File: config.mk
export PLATFORM = sky130hd
export DESIGN_NAME = sym3eig_ctrl
export DESIGN_NICKNAME = d
export VERILOG_FILES = /design/src/hw/rtl/sym3eig_pkg.sv /design/src/hw/rtl/sym3eig_ctrl.sv
export SDC_FILE = /design/constraint.sdc
export NUM_CORES = 1
export LEC_CHECK = 0
export BUFFER_PORTS_ARGS = -buffer_cell sky130_fd_sc_hd__buf_2
export CELL_PAD_IN_SITES_DETAIL_PLACEMENT = 0
export CELL_PAD_IN_SITES_GLOBAL_PLACEMENT = 1
export CORE_ASPECT_RATIO = 0.6
export CORE_MARGIN = 5
export CORE_UTILIZATION = 31
export CTS_BUF_LIST = sky130_fd_sc_hd__clkbuf_8
export CTS_CLUSTER_SIZE = 12
export DETAILED_ROUTE_END_ITERATION = 8
export HOLD_SLACK_MARGIN = 0.06
export PLACE_DENSITY_LB_ADDON = 0.1
export SLEW_MARGIN = 15
export SYNTH_ARGS = -nofsm -noshare
export SYNTH_HDL_FRONTEND = slang
export SYNTH_SLANG_ARGS = --single-unit
export TNS_END_PERCENT = 30
File: constraint.sdc
create_clock -name clk -period 3.2 [get_ports clk]
set_input_delay 0 -clock clk [delete_from_list [all_inputs] [get_ports clk]]
set_output_delay 0 -clock clk [all_outputs]
set_load 0.01 [all_outputs]
File: src/hw/rtl/sym3eig_pkg.sv
// ----------------------------------------------------------------------------
// sym3eig_pkg
// Shared widths, limits, command codes and arithmetic helpers for the
// symmetric 3x3 eigenvector engine.
// ----------------------------------------------------------------------------
package sym3eig_pkg;

  localparam int MATRIX_DIM = 3;
  localparam int IN_W       = 32;
  localparam int MAT_W      = 34;
  localparam int VEC_W      = 34;
  localparam int ROT_W      = 30;
  localparam int RED_W      = 37;
  localparam int SH_W       = 3;
  localparam int HOLD_W     = 36;
  localparam int OUT_W      = 32;
  localparam int ROOT_W     = 32;
  localparam int DVD_W      = 61;
  localparam int ROT_BITS   = 28;
  localparam int VEC_BITS   = 30;
  localparam int THR_W      = 16;
  localparam int SWP_W      = 7;

  localparam logic [THR_W-1:0] THR_RESET = 16'd17;
  localparam logic [SWP_W-1:0] SWP_RESET = 7'd16;

  localparam logic signed [63:0] MAT_LIM = 64'sd8589934591;
  localparam logic signed [63:0] VEC_LIM = 64'sd4294967296;
  localparam logic signed [63:0] ROT_LIM = 64'sd268435456;
  localparam logic signed [63:0] OUT_LIM = 64'sd1073741824;

  localparam logic [3:0] OP_NOP    = 4'd0;
  localparam logic [3:0] OP_LOAD   = 4'd1;
  localparam logic [3:0] OP_HYP    = 4'd2;
  localparam logic [3:0] OP_REDUCE = 4'd3;
  localparam logic [3:0] OP_SQRT   = 4'd4;
  localparam logic [3:0] OP_DIAG   = 4'd5;
  localparam logic [3:0] OP_DIV    = 4'd6;
  localparam logic [3:0] OP_CS     = 4'd7;
  localparam logic [3:0] OP_HOLD   = 4'd8;
  localparam logic [3:0] OP_WRA    = 4'd9;
  localparam logic [3:0] OP_WRE    = 4'd10;
  localparam logic [3:0] OP_NORM   = 4'd11;
  localparam logic [3:0] OP_OUT    = 4'd12;

  localparam logic [3:0] MS_NONE  = 4'd0;
  localparam logic [3:0] MS_RED   = 4'd1;
  localparam logic [3:0] MS_AIK_C = 4'd2;
  localparam logic [3:0] MS_AJK_S = 4'd3;
  localparam logic [3:0] MS_AIK_S = 4'd4;
  localparam logic [3:0] MS_AJK_C = 4'd5;
  localparam logic [3:0] MS_EJ_C  = 4'd6;
  localparam logic [3:0] MS_EI_S  = 4'd7;
  localparam logic [3:0] MS_EI_C  = 4'd8;
  localparam logic [3:0] MS_EJ_S  = 4'd9;

  localparam logic [1:0] ACC_NONE = 2'd0;
  localparam logic [1:0] ACC_LOAD = 2'd1;
  localparam logic [1:0] ACC_ADD  = 2'd2;
  localparam logic [1:0] ACC_SUB  = 2'd3;

  localparam logic [1:0] PAIR_10 = 2'd0;
  localparam logic [1:0] PAIR_20 = 2'd1;
  localparam logic [1:0] PAIR_21 = 2'd2;

  typedef struct packed {
    logic [3:0] op;
    logic [3:0] msrc;
    logic [1:0] accm;
    logic [1:0] pair;
    logic [1:0] row;
    logic [1:0] col;
    logic [1:0] sel;
    logic       vec_mode;
  } cmd_t;

  typedef struct packed {
    logic above;
    logic red_ok;
    logic sqrt_busy;
    logic div_busy;
  } stat_t;

  function automatic logic [63:0] mag64(input logic signed [63:0] x);
    return x[63] ? 64'(-x) : 64'(x);
  endfunction

  function automatic logic signed [63:0] sat64(input logic signed [63:0] x,
                                               input logic signed [63:0] lim);
    if (x > lim) return lim;
    if (x < -lim) return -lim;
    return x;
  endfunction

  function automatic logic signed [63:0] rnd64(input logic signed [63:0] x,
                                               input int sh);
    logic [63:0] m;
    logic [63:0] r;
    m = mag64(x);
    r = (m + (64'd1 << (sh - 1))) >> sh;
    return x[63] ? -$signed(r) : $signed(r);
  endfunction

endpackage

File: src/hw/rtl/sym3eig_ctrl.sv
// ----------------------------------------------------------------------------
// sym3eig_ctrl
// Sequencer for sweeps, rotations and final normalization. Issues one
// datapath command per cycle; while the square root or divider is busy it issues NOP.
// ----------------------------------------------------------------------------
module sym3eig_ctrl import sym3eig_pkg::*; (
  input  logic             clk,
  input  logic             rst,
  input  logic             start,
  input  logic [SWP_W-1:0] max_sweeps,
  input  stat_t            stat,
  output cmd_t             cmd,
  output logic             busy,
  output logic             done,
  output logic             not_converged
);

  localparam logic [3:0] S_IDLE    = 4'd0;
  localparam logic [3:0] S_CHK     = 4'd1;
  localparam logic [3:0] S_RED     = 4'd2;
  localparam logic [3:0] S_SQ      = 4'd3;
  localparam logic [3:0] S_SQGO    = 4'd4;
  localparam logic [3:0] S_SQWAIT  = 4'd5;
  localparam logic [3:0] S_DIAG    = 4'd6;
  localparam logic [3:0] S_DIVGO   = 4'd7;
  localparam logic [3:0] S_DIVWAIT = 4'd8;
  localparam logic [3:0] S_AROT    = 4'd9;
  localparam logic [3:0] S_EROT    = 4'd10;
  localparam logic [3:0] S_NEXT    = 4'd11;
  localparam logic [3:0] S_NSET    = 4'd12;
  localparam logic [3:0] S_DONE    = 4'd13;

  localparam logic [1:0] PH_HYP  = 2'd0;
  localparam logic [1:0] PH_UNIT = 2'd1;
  localparam logic [1:0] PH_NORM = 2'd2;

  logic [3:0]       state, state_next;
  logic [2:0]       step, step_next;
  logic [1:0]       pair, pair_next;
  logic [1:0]       row, row_next;
  logic [1:0]       col, col_next;
  logic [1:0]       idx, idx_next;
  logic [1:0]       phase, phase_next;
  logic [SWP_W-1:0] sw, sw_next;
  logic             rot, rot_next;
  logic             nc, nc_next;
  logic [SWP_W-1:0] limit;
  logic             erot;

  assign limit = (max_sweeps == '0) ? SWP_W'(1) : max_sweeps;
  assign erot  = (state == S_EROT);

  always_comb begin
    state_next = state;
    step_next  = step;
    pair_next  = pair;
    row_next   = row;
    col_next   = col;
    idx_next   = idx;
    phase_next = phase;
    sw_next    = sw;
    rot_next   = rot;
    nc_next    = nc;
    cmd          = '0;
    cmd.op       = OP_NOP;
    cmd.msrc     = MS_NONE;
    cmd.accm     = ACC_NONE;
    cmd.pair     = pair;
    cmd.row      = row;
    cmd.col      = col;
    cmd.sel      = idx;
    cmd.vec_mode = (phase == PH_NORM);
    unique case (state)
      S_IDLE: begin
        if (start) begin
          cmd.op     = OP_LOAD;
          pair_next  = PAIR_10;
          sw_next    = '0;
          rot_next   = 1'b0;
          state_next = S_CHK;
        end
      end
      S_CHK: begin
        if (stat.above) begin
          cmd.op     = OP_HYP;
          phase_next = PH_HYP;
          state_next = S_RED;
        end else begin
          state_next = S_NEXT;
        end
      end
      S_RED: begin
        cmd.op = OP_REDUCE;
        if (stat.red_ok) begin
          step_next  = '0;
          state_next = S_SQ;
        end
      end
      S_SQ: begin
        cmd.sel  = step[1:0];
        cmd.msrc = (step == 3'd3) ? MS_NONE : MS_RED;
        cmd.accm = (step == 3'd0) ? ACC_NONE : (step == 3'd1) ? ACC_LOAD : ACC_ADD;
        step_next = step + 3'd1;
        if (step == 3'd3) begin
          state_next = S_SQGO;
        end
      end
      S_SQGO: begin
        cmd.op     = OP_SQRT;
        state_next = S_SQWAIT;
      end
      S_SQWAIT: begin
        if (!stat.sqrt_busy) begin
          idx_next   = '0;
          state_next = (phase == PH_HYP) ? S_DIAG : S_DIVGO;
        end
      end
      S_DIAG: begin
        cmd.op     = OP_DIAG;
        phase_next = PH_UNIT;
        state_next = S_RED;
      end
      S_DIVGO: begin
        cmd.op     = OP_DIV;
        state_next = S_DIVWAIT;
      end
      S_DIVWAIT: begin
        if (!stat.div_busy) begin
          if (phase == PH_UNIT) begin
            cmd.op = OP_CS;
            if (idx == 2'd1) begin
              step_next  = '0;
              state_next = S_AROT;
            end else begin
              idx_next   = idx + 2'd1;
              state_next = S_DIVGO;
            end
          end else begin
            cmd.op = OP_OUT;
            if (idx == 2'd2) begin
              if (col == 2'd2) begin
                state_next = S_DONE;
              end else begin
                col_next   = col + 2'd1;
                state_next = S_NSET;
              end
            end else begin
              idx_next   = idx + 2'd1;
              state_next = S_DIVGO;
            end
          end
        end
      end
      S_AROT, S_EROT: begin
        step_next = step + 3'd1;
        case (step)
          3'd0: cmd.msrc = erot ? MS_EJ_C : MS_AIK_C;
          3'd1: begin
            cmd.msrc = erot ? MS_EI_S : MS_AJK_S;
            cmd.accm = ACC_LOAD;
          end
          3'd2: cmd.accm = erot ? ACC_ADD : ACC_SUB;
          3'd3: begin
            cmd.op   = OP_HOLD;
            cmd.msrc = erot ? MS_EI_C : MS_AIK_S;
          end
          3'd4: begin
            cmd.msrc = erot ? MS_EJ_S : MS_AJK_C;
            cmd.accm = ACC_LOAD;
          end
          3'd5: cmd.accm = erot ? ACC_SUB : ACC_ADD;
          default: begin
            cmd.op    = erot ? OP_WRE : OP_WRA;
            step_next = '0;
            if (!erot) begin
              row_next   = '0;
              state_next = S_EROT;
            end else if (row == 2'd2) begin
              rot_next   = 1'b1;
              state_next = S_NEXT;
            end else begin
              row_next = row + 2'd1;
            end
          end
        endcase
      end
      S_NEXT: begin
        if (pair == PAIR_21) begin
          if (!rot || (sw + SWP_W'(1)) == limit) begin
            nc_next    = rot;
            col_next   = '0;
            state_next = S_NSET;
          end else begin
            sw_next    = sw + SWP_W'(1);
            rot_next   = 1'b0;
            pair_next  = PAIR_10;
            state_next = S_CHK;
          end
        end else begin
          pair_next  = pair + 2'd1;
          state_next = S_CHK;
        end
      end
      S_NSET: begin
        cmd.op     = OP_NORM;
        phase_next = PH_NORM;
        state_next = S_RED;
      end
      S_DONE: begin
        state_next = S_IDLE;
      end
      default: begin
        state_next = S_IDLE;
      end
    endcase
  end

  always_ff @(posedge clk) begin
    if (rst) begin
      state <= S_IDLE;
      nc    <= 1'b0;
    end else begin
      state <= state_next;
      nc    <= nc_next;
    end
    step  <= step_next;
    pair  <= pair_next;
    row   <= row_next;
    col   <= col_next;
    idx   <= idx_next;
    phase <= phase_next;
    sw    <= sw_next;
    rot   <= rot_next;
  end

  assign busy          = (state != S_IDLE);
  assign done          = (state == S_DONE);
  assign not_converged = nc;

  a_start_busy: assert property (@(posedge clk) disable iff (rst)
    (start && !busy) |=> busy) else $error("accepted transfer did not raise busy");

  a_done_pulse: assert property (@(posedge clk) disable iff (rst)
    done |=> !done) else $error("result strobe longer than one cycle");

  a_done_idle: assert property (@(posedge clk) disable iff (rst)
    done |=> !busy) else $error("busy held after result transfer");

endmodule

==> results of run 1 <==
[cell families after synthesis]
group / after synthesis / share of synthesized area, %
AOI/OAI and AO/OA: 71 / 21.0
xor gates and xnor gates: 9 / 3.35
adders and majority gates: 11 / 5.86
buffers and inverters: 31 / 6.44
DFF: 26 / 31.1
muxes: 2 / 0.852
and+or+nand+nor: 134 / 31.4
[per-stage QoR]
stage	hold slack, ns	util (%)	worst slack [ns]
after floorplan	0.0689	-	0.598
after global placement	0.296	35.5	0.263
after detailed placement	0.301	35.5	0.161
after CTS	0.190	36.6	0.132
after global routing	0.209	36.7	0.351
final	0.185	36.7	0.553
[where the power goes]
group | total [mW] | internal [mW] | leakage [nW] | switching (mW)
logic | 0.946 | 0.376 | 0.797 | 0.570
registers | 0.606 | 0.465 | 0.246 | 0.141
clock network | 0.290 | 0.168 | 0.0357 | 0.121
[cells in the mapped netlist (3+ instances only)]
library cell  count
dfxtp_1           5
and3b_1           3
edfxtp_1         21
and3_1            6
xor2_1            4
nor2_1           36
o22ai_1           3
o21ai_1           4
nand2b_1          9
clkbuf_1          4
ha_1             11
nand3_1           9
nand2_1          19
a211o_1           4
a31oi_1           6
o21ai_0          13
buf_2             7
and2_1            6
nor3_1           11
a21oi_1          14
buf_4             3
o211ai_1          3
inv_1            14
xnor2_1           5
nor2b_1          11
[per-layer routing]
metal / vias up / wire length [um]
met5: - / 0
met4: 0 / 42
met3: 4 / 527
met2: 75 / 2510
met1: 1034 / 4130
li1: 1095 / -
[worst paths after layout]
kind                            slack, ns  cells after the start                        from                         end
worst max register to register       0.55                      6         sw[0]$_SDFFCE_PN0P_         sw[4]$_SDFFCE_PN0P_
worst min register to register       0.47                      2  not_converged$_SDFFE_PP0P_  not_converged$_SDFFE_PP0P_
worst min-delay path                 0.18                      3                     stat[3]          phase[0]$_DFFE_PP_
worst max-delay path                 0.55                      6         sw[0]$_SDFFCE_PN0P_         sw[4]$_SDFFCE_PN0P_
[timing repair]
action | CTS | global route
hold endpoints to repair | 2 | 0
hold buffers | 1 | 0
resized for setup | 0 | 0
[state kept, by name, summed over array words and instances (netlist names), 2 cells and up]
signal	flops
idx	2
state	4
col	2
pair	2
step	3
row	2
phase	2
sw	7
[worst max-delay path, stage by stage, from the launching register on]
cell and delay [ns]:
edfxtp_1 0.47, ha_1 0.32, and3_1 0.24, or3b_1 0.36, nand4_1 0.14, o31ai_1 0.11, a211oi_2 0.64
[area by class of cell]
class / instances / share of cell area (%)
Tap cell: 104 / 4.84
Clock buffer: 3 / 1.54
Clock inverter: 1 / 1.12
Inverter: 14 / 1.96
Multi-Input combinational cell: 227 / 54.8
Sequential cell: 26 / 27.2
Timing Repair Buffer: 42 / 8.57
==> metrics.csv, run 1 <==
stage,metric,value,unit
outcome,status,completed,
synth,syn_avg_cell_area,8.27,um^2
setup_path,worstSetupEndpointType,flip-flop,
timing,fin_crit_sh,82.7,%
drt,drc,0,
clock_network,cts_sinks,26,
job,cap_violations,0,
synth,syn_inst,284,
timing,finClkSkew,0.00862,ns
clock_network,tritoncts,built,
synth,synth_top_cell_area_share,26.8,%
synth,synthFlopType,edfxtp_1,
timing,max_freq,378,MHz
drt,ant_nets,0,
setup_path,cp.required,3.13,ns
clock_network,post_cts_buffers,0,
cells_and_area,multi_input_area,1470,um^2
timing,worst_slew_pin_slew,0.698,ns
drt,wl_per_cell,17.3,um
synth,synth_edf_count,21,
floorplan,pin_count,36,
floorplan,core-area,7330,um^2
clock_network,cts_buffers,3,
global_routing,antenna_found_initial,0,
global_routing,grt_pass1_vias,2062,
global_routing,met3_usage,3.63,%
cells_and_area,final.fill_count,784,
setup_path,start_kind,flip-flop,
cells_and_area,seq_area,731,um^2
drt,vias_per_cell,5.29,
cells_and_area,final_nets,339,
power,peakVddDrop,0.278,mV
timing,tns,0,ns
global_routing,use_met2,18.9,%
floorplan,rows,24,
placement,port_buffers,35,
setup_path,arrival,2.57,ns
cells_and_area,final_layout_size_suffix_gt1_share,18.5,%
setup_path,worstSetupPathType,reg2reg,
timing,finalHoldViolCount,0,
cells_and_area,syn_to_final_growth,14.4,%
setup_path,crit_fanout,7,
synth,synth_seq_cells,26,
clock_network,clkSlewWorstSetupHoldPaths,0.10,ns
floorplan,die_x,122,um
clock_network,cts_max_level,1,
synth,ys_top_cells_by_area,"edfxtp_1 27%, ha_1 5.9%, nor2_1 5.8%",
floorplan,die_y,77.4,um
synth,synth_area,2350,um^2
global_routing,grt_pass1_wl,11600,um
placement,dpl_cell_area,2600,um^2
global_routing,grt.busiest_layer,met1,
drt,wl,7210,um
global_routing,grt-ovfl-total,0,
global_routing,track_usage,15.5,%
synth,ys_warn_count,0,
floorplan,die-area,9480,um^2
placement,placed_cells,412,
power,leakagePower,1.08,nW
placement,hpwlAfterDp,5710,um
clock_network,clk_path_buf_depth,2,
synth,synth_top_area_cell,edfxtp_1,
clock_network,cts_root_buf,clkbuf_8,
timing,slew_headroom,53.4,%
power,total_power,1.84,mW
global_routing,grt_max_degree,23,
clock_network,clk_latency,0.29,ns
timing,period_needed,2.65,ns
placement,routabilityCongestion,0.793,
synth,synthArstFlopShare,0,%
timing,slew_violations,0,
power,pwr_density_cell,685,nW/um^2
synth,syn_nets,309,
cells_and_area,mostFrequentLayoutCell,nor2_1,
global_routing,grt_use_met1,26.6,%
drt,via_count,2208,
hold_path,hp-class,in2reg,
timing,setup_violations,0,
synth,yosysSeqAreaShare,31.1,%
cells_and_area,stdcell_area,2690,um^2
drt,dr.pass1.iters,5,
synth,synth.distinct_cells,62,
timing,rsz0062_at_grt,false,
cells_and_area,layout.cells.non_filler,417,
cells_and_area,final_cell_mix,"36 x nor2_1, 35 x buf_2, 21 x edfxtp_1",
cells_and_area,num_antenna_cells,0,
floorplan,initial_utilization,32.1,%
drt,drt_first_iter_violations,231,
No activity file was read; power rests on OpenSTA's default activity.
==> inputs of run 2 (changes only) <==
--- a/config.mk
+++ b/config.mk
@@ -5,6 +5,7 @@
 export SDC_FILE = /design/constraint.sdc
 export NUM_CORES = 1
 export LEC_CHECK = 0
+export ABC_AREA = 1
 export BUFFER_PORTS_ARGS = -buffer_cell sky130_fd_sc_hd__buf_2
 export CELL_PAD_IN_SITES_DETAIL_PLACEMENT = 0
 export CELL_PAD_IN_SITES_GLOBAL_PLACEMENT = 1
==> constraint.sdc (replaced) <==
create_clock -name clk -period 2.6 [get_ports clk]
set_input_delay 0 -clock clk [delete_from_list [all_inputs] [get_ports clk]]
set_output_delay 0 -clock clk [all_outputs]
set_load 0.01 [all_outputs]
==> run 2 against run 1 <==
Against the previous run: combinational power up 24%; largest power group unchanged; worst hold slack worse by 0.083 ns; synthesized cell count is 1.1% higher; sequential share of layout area rose by 3.1 points; routed wire length shrank 20%; utilization is 1.9 points higher; clock power down 7.9%; power increased by 20%; sequential power increased by 28%; first-iteration DRC count is 42% lower; via count shrank 12%; largest cell class unchanged.
==> metrics.csv, run 2 <==
stage,metric,value,unit,change
cells_and_area,final_cell_mix,"68 x nand2_1, 44 x inv_1, 44 x nor2_1",,"was 36 x nor2_1, 35 x buf_2, 21 x edfxtp_1"
global_routing,grt_pass1_vias,1720,,was 2062
setup_path,reg2regPathDepth,12,,was 6
power,sw_frac_of_total,46.8,%,was 45.2%
power,combinationalPowerShare,52.8,%,was 51.4%
clock_network,tritoncts,built,,unchanged
floorplan,die-area,8390,um^2,was 9480 um^2
floorplan,rows,22,,was 24
synth,yosysSeqAreaShare,35.7,%,was 31.1%
clock_network,cts.repair.resized,0,,unchanged
synth,synth_top_area_cell,edfxtp_1,,unchanged
placement,port_buffers,35,,unchanged
synth,ys_top_cells_by_area,"edfxtp_1 31%, nand2_1 12%, inv_1 8.1%",,"was edfxtp_1 27%, ha_1 5.9%, nor2_1 5.8%"
synth,syn_inst,287,,was 284
synth,syn_nets,312,,was 309
timing,finalHoldViolCount,0,,unchanged
job,cap_violations,0,,unchanged
cells_and_area,final_nets,355,,was 339
synth,yosysMostFrequentCell,nand2_1,,was nor2_1
outcome,status,completed,,unchanged
floorplan,initial_utilization,32.8,%,was 32.1%
clock_network,clkSlewWorstSetupHoldPaths,0.09,ns,was 0.10 ns
floorplan,core-area,6250,um^2,was 7330 um^2
clock_network,cts_root_buf,clkbuf_8,,unchanged
global_routing,grt_max_degree,15,,was 23
clock_network,cts_max_level,1,,unchanged
placement,routabilityCongestion,0.856,,was 0.793
power,peakVddDrop,0.397,mV,was 0.278 mV
setup_path,crit_top_cell,nand2_1,,
floorplan,die_x,115,um,was 122 um
setup_path,crit_family,simple AND/OR/NAND/NOR gates,,was compound AO/OA/AOI/OAI gates
cells_and_area,num_antenna_cells,0,,unchanged
hold_path,min_path_cells,3,,unchanged
setup_path,worst-path-buf-inv,1,,was 0
placement,hpwlAfterDp,4890,um,was 5710 um
power,intPower,1.18,mW,was 1.01 mW
drt,vias_per_cell,4.70,,was 5.29
cells_and_area,final_layout_size_suffix_gt1_share,20.7,%,was 18.5%
cells_and_area,top_register,sw,,unchanged
setup_path,slowest_stage,edfxtp_1,,was a211oi_2
setup_path,worstSetupPathType,reg2reg,,unchanged
clock_network,cts_sinks,26,,unchanged
timing,worst_slew_pin_slew,0.586,ns,was 0.698 ns
power,pwr-share-seq,35.2,%,was 32.9%
cells_and_area,top_regs,"sw: 7 flops, state: 4 flops, step: 3 flops",,unchanged
synth,synth_top_cell_area_share,30.8,%,was 26.8%
synth,ys_warn_count,0,,unchanged
drt,ant_nets,0,,unchanged
drt,drc,0,,unchanged
setup_path,worstSetupEndpointType,flip-flop,,unchanged
synth,synth_seq_cells,26,,unchanged
global_routing,grt-ovfl-total,0,,unchanged
drt,dr.pass1.iters,4,,was 5
setup_path,crit_fanout,6,,was 7
floorplan,pin_count,36,,unchanged
clock_network,clk_latency,0.27,ns,was 0.29 ns
timing,slew_violations,0,,unchanged
synth,synth_edf_count,21,,unchanged
setup_path,crit_chain,ha_1 -> inv_1 -> nand2_1 -> nand3_1 -> nand2_1 -> nor2_1 -> nand3_1 -> nor2_1 -> nand2_1 -> nand2_2 -> a21oi_1 -> nor3_1,,was ha_1 -> and3_1 -> or3b_1 -> nand4_1 -> o31ai_1 -> a211oi_2
placement,dpl_cell_area,2340,um^2,was 2600 um^2
drt,drt_first_iter_violations,134,,was 231
setup_path,cp_slowest_stage_delay,0.46,ns,was 0.64 ns
timing,tns,0,ns,unchanged
drt,wl_per_cell,14.0,um,was 17.3 um
setup_path,path_depth,12,,was 6
hold_path,hp-class,in2reg,,unchanged
cells_and_area,syn_to_final_growth,17.6,%,was 14.4%
timing,slew_headroom,60.7,%,was 53.4%
global_routing,track_usage,14.2,%,was 15.5%
timing,max_freq,460,MHz,was 378 MHz
synth,synth.distinct_cells,34,,was 62
timing,rsz0062_at_grt,false,,unchanged
power,pwr-share-clk,12.1,%,was 15.7%
timing,fin_crit_sh,83.7,%,was 82.7%
power,pwr_density_cell,918,nW/um^2,was 685 nW/um^2
cells_and_area,largest_reg_flops,7,,unchanged
power,leakagePower,1.17,nW,was 1.08 nW
setup_path,start_kind,flip-flop,,unchanged
floorplan,die_y,73.0,um,was 77.4 um
global_routing,grt_pass1_wl,9250,um,was 11600 um
timing,finClkSkew,0.00631,ns,was 0.00862 ns
global_routing,antenna_found_initial,0,,unchanged
timing,hold_ws,0.102,ns,was 0.185 ns
setup_path,arrival,2.13,ns,was 2.57 ns
synth,synthFlopType,edfxtp_1,,unchanged
timing,period_needed,2.18,ns,was 2.65 ns
drt,wl,5800,um,was 7210 um
synth,syn_avg_cell_area,7.14,um^2,was 8.27 um^2
timing,setup_violations,0,,unchanged
synth,synthArstFlopShare,0,%,unchanged
clock_network,cts_buffers,3,,unchanged
synth,ys_top_cells_by_count,"68 x nand2_1, 44 x inv_1, 44 x nor2_1",,"was 36 x nor2_1, 21 x edfxtp_1, 19 x nand2_1"
cells_and_area,mostFrequentLayoutCell,nand2_1,,was nor2_1
power,switching_power,1.04,mW,was 832 uW
setup_path,cp.required,2.55,ns,was 3.13 ns
cells_and_area,final.fill_count,645,,was 784
synth,synth_area,2050,um^2,was 2350 um^2
clock_network,clk_path_buf_depth,2,,unchanged
drt,via_count,1943,,was 2208
cells_and_area,stdcell_area,2410,um^2,was 2690 um^2
-- run 2: stage by stage --
| step | std cells | setup WS, ns | util, % | power [mW] |
|---|---|---|---|---|
| 5_1_grt | 413 | 0.213 | 38.5 | 2.41 |
| 2_1_floorplan | 287 | 0.600 | - | 1.58 |
| 3_5_place_dp | 408 | 0.455 | 37.5 | 1.94 |
| 6_report | 413 | 0.424 | 38.5 | 2.21 |
| 4_1_cts | 413 | 0.413 | 38.5 | 2.22 |
| 3_3_place_gp | 408 | 0.515 | 37.5 | 1.97 |
-- run 2: routing by layer --
layer	GRT usage (%)	wire length [um]	vias to the layer above
met1	26.2	3580	861
met4	1.95	30	0
met3	2.90	341	2
li1	-	-	1027
met2	15.3	1850	53
met5	0	0	-
-- run 2: cell type report --
cell class | count | area (um^2) | share of cell area (%)
Clock buffer | 4 | 55.1 | 2.29
Tap cell | 84 | 105 | 4.36
Multi-Input combinational cell | 209 | 1120 | 46.6
Sequential cell | 26 | 731 | 30.3
Inverter | 52 | 195 | 8.10
Timing Repair Buffer | 38 | 200 | 8.31
-- run 2: power by group through the flow --
stage                     combinational (mW)  clock [mW]  sequential, mW
after floorplan                        0.824           0           0.754
after global placement                  1.18           0           0.787
after detailed placement                1.16           0           0.785
after CTS                               1.16       0.279           0.776
after global routing                    1.32       0.295           0.798
final                                   1.17       0.267           0.778
-- run 2: final timing paths --
path,from,to,slack (ns)
max,sw[0]$_SDFFCE_PN0P_,col[0]$_SDFFCE_PP0P_,0.42
min,stat[1],state[2]$_SDFFE_PP0P_,0.10
min reg2reg,not_converged$_SDFFE_PP0P_,not_converged$_SDFFE_PP0P_,0.47
max reg2reg,sw[0]$_SDFFCE_PN0P_,col[0]$_SDFFCE_PP0P_,0.42
-- run 2: tightest hold or removal path: cells and delay by family --
kind,cells,cell delay (ns)
simple gates,1,0.13
buf+inv,1,0.11
compound gates,1,0.10
-- run 2: what timing repair did --
action,in CTS,in global routing
setup buffers,0,0
hold endpoints to repair,5,0
hold buffers,1,0
-- run 2: logic make-up after synthesis --
| logic type | count (synthesis) | synth area share (%) |
|---|---|---|
| buffers and inverters | 52 | 9.53 |
| DFF | 26 | 35.7 |
| AOI/OAI and AO/OA | 42 | 12.0 |
| and+or+nand+nor | 155 | 35.6 |
| xor gates and xnor gates | 1 | 0.428 |
| adders and majority gates | 11 | 6.72 |
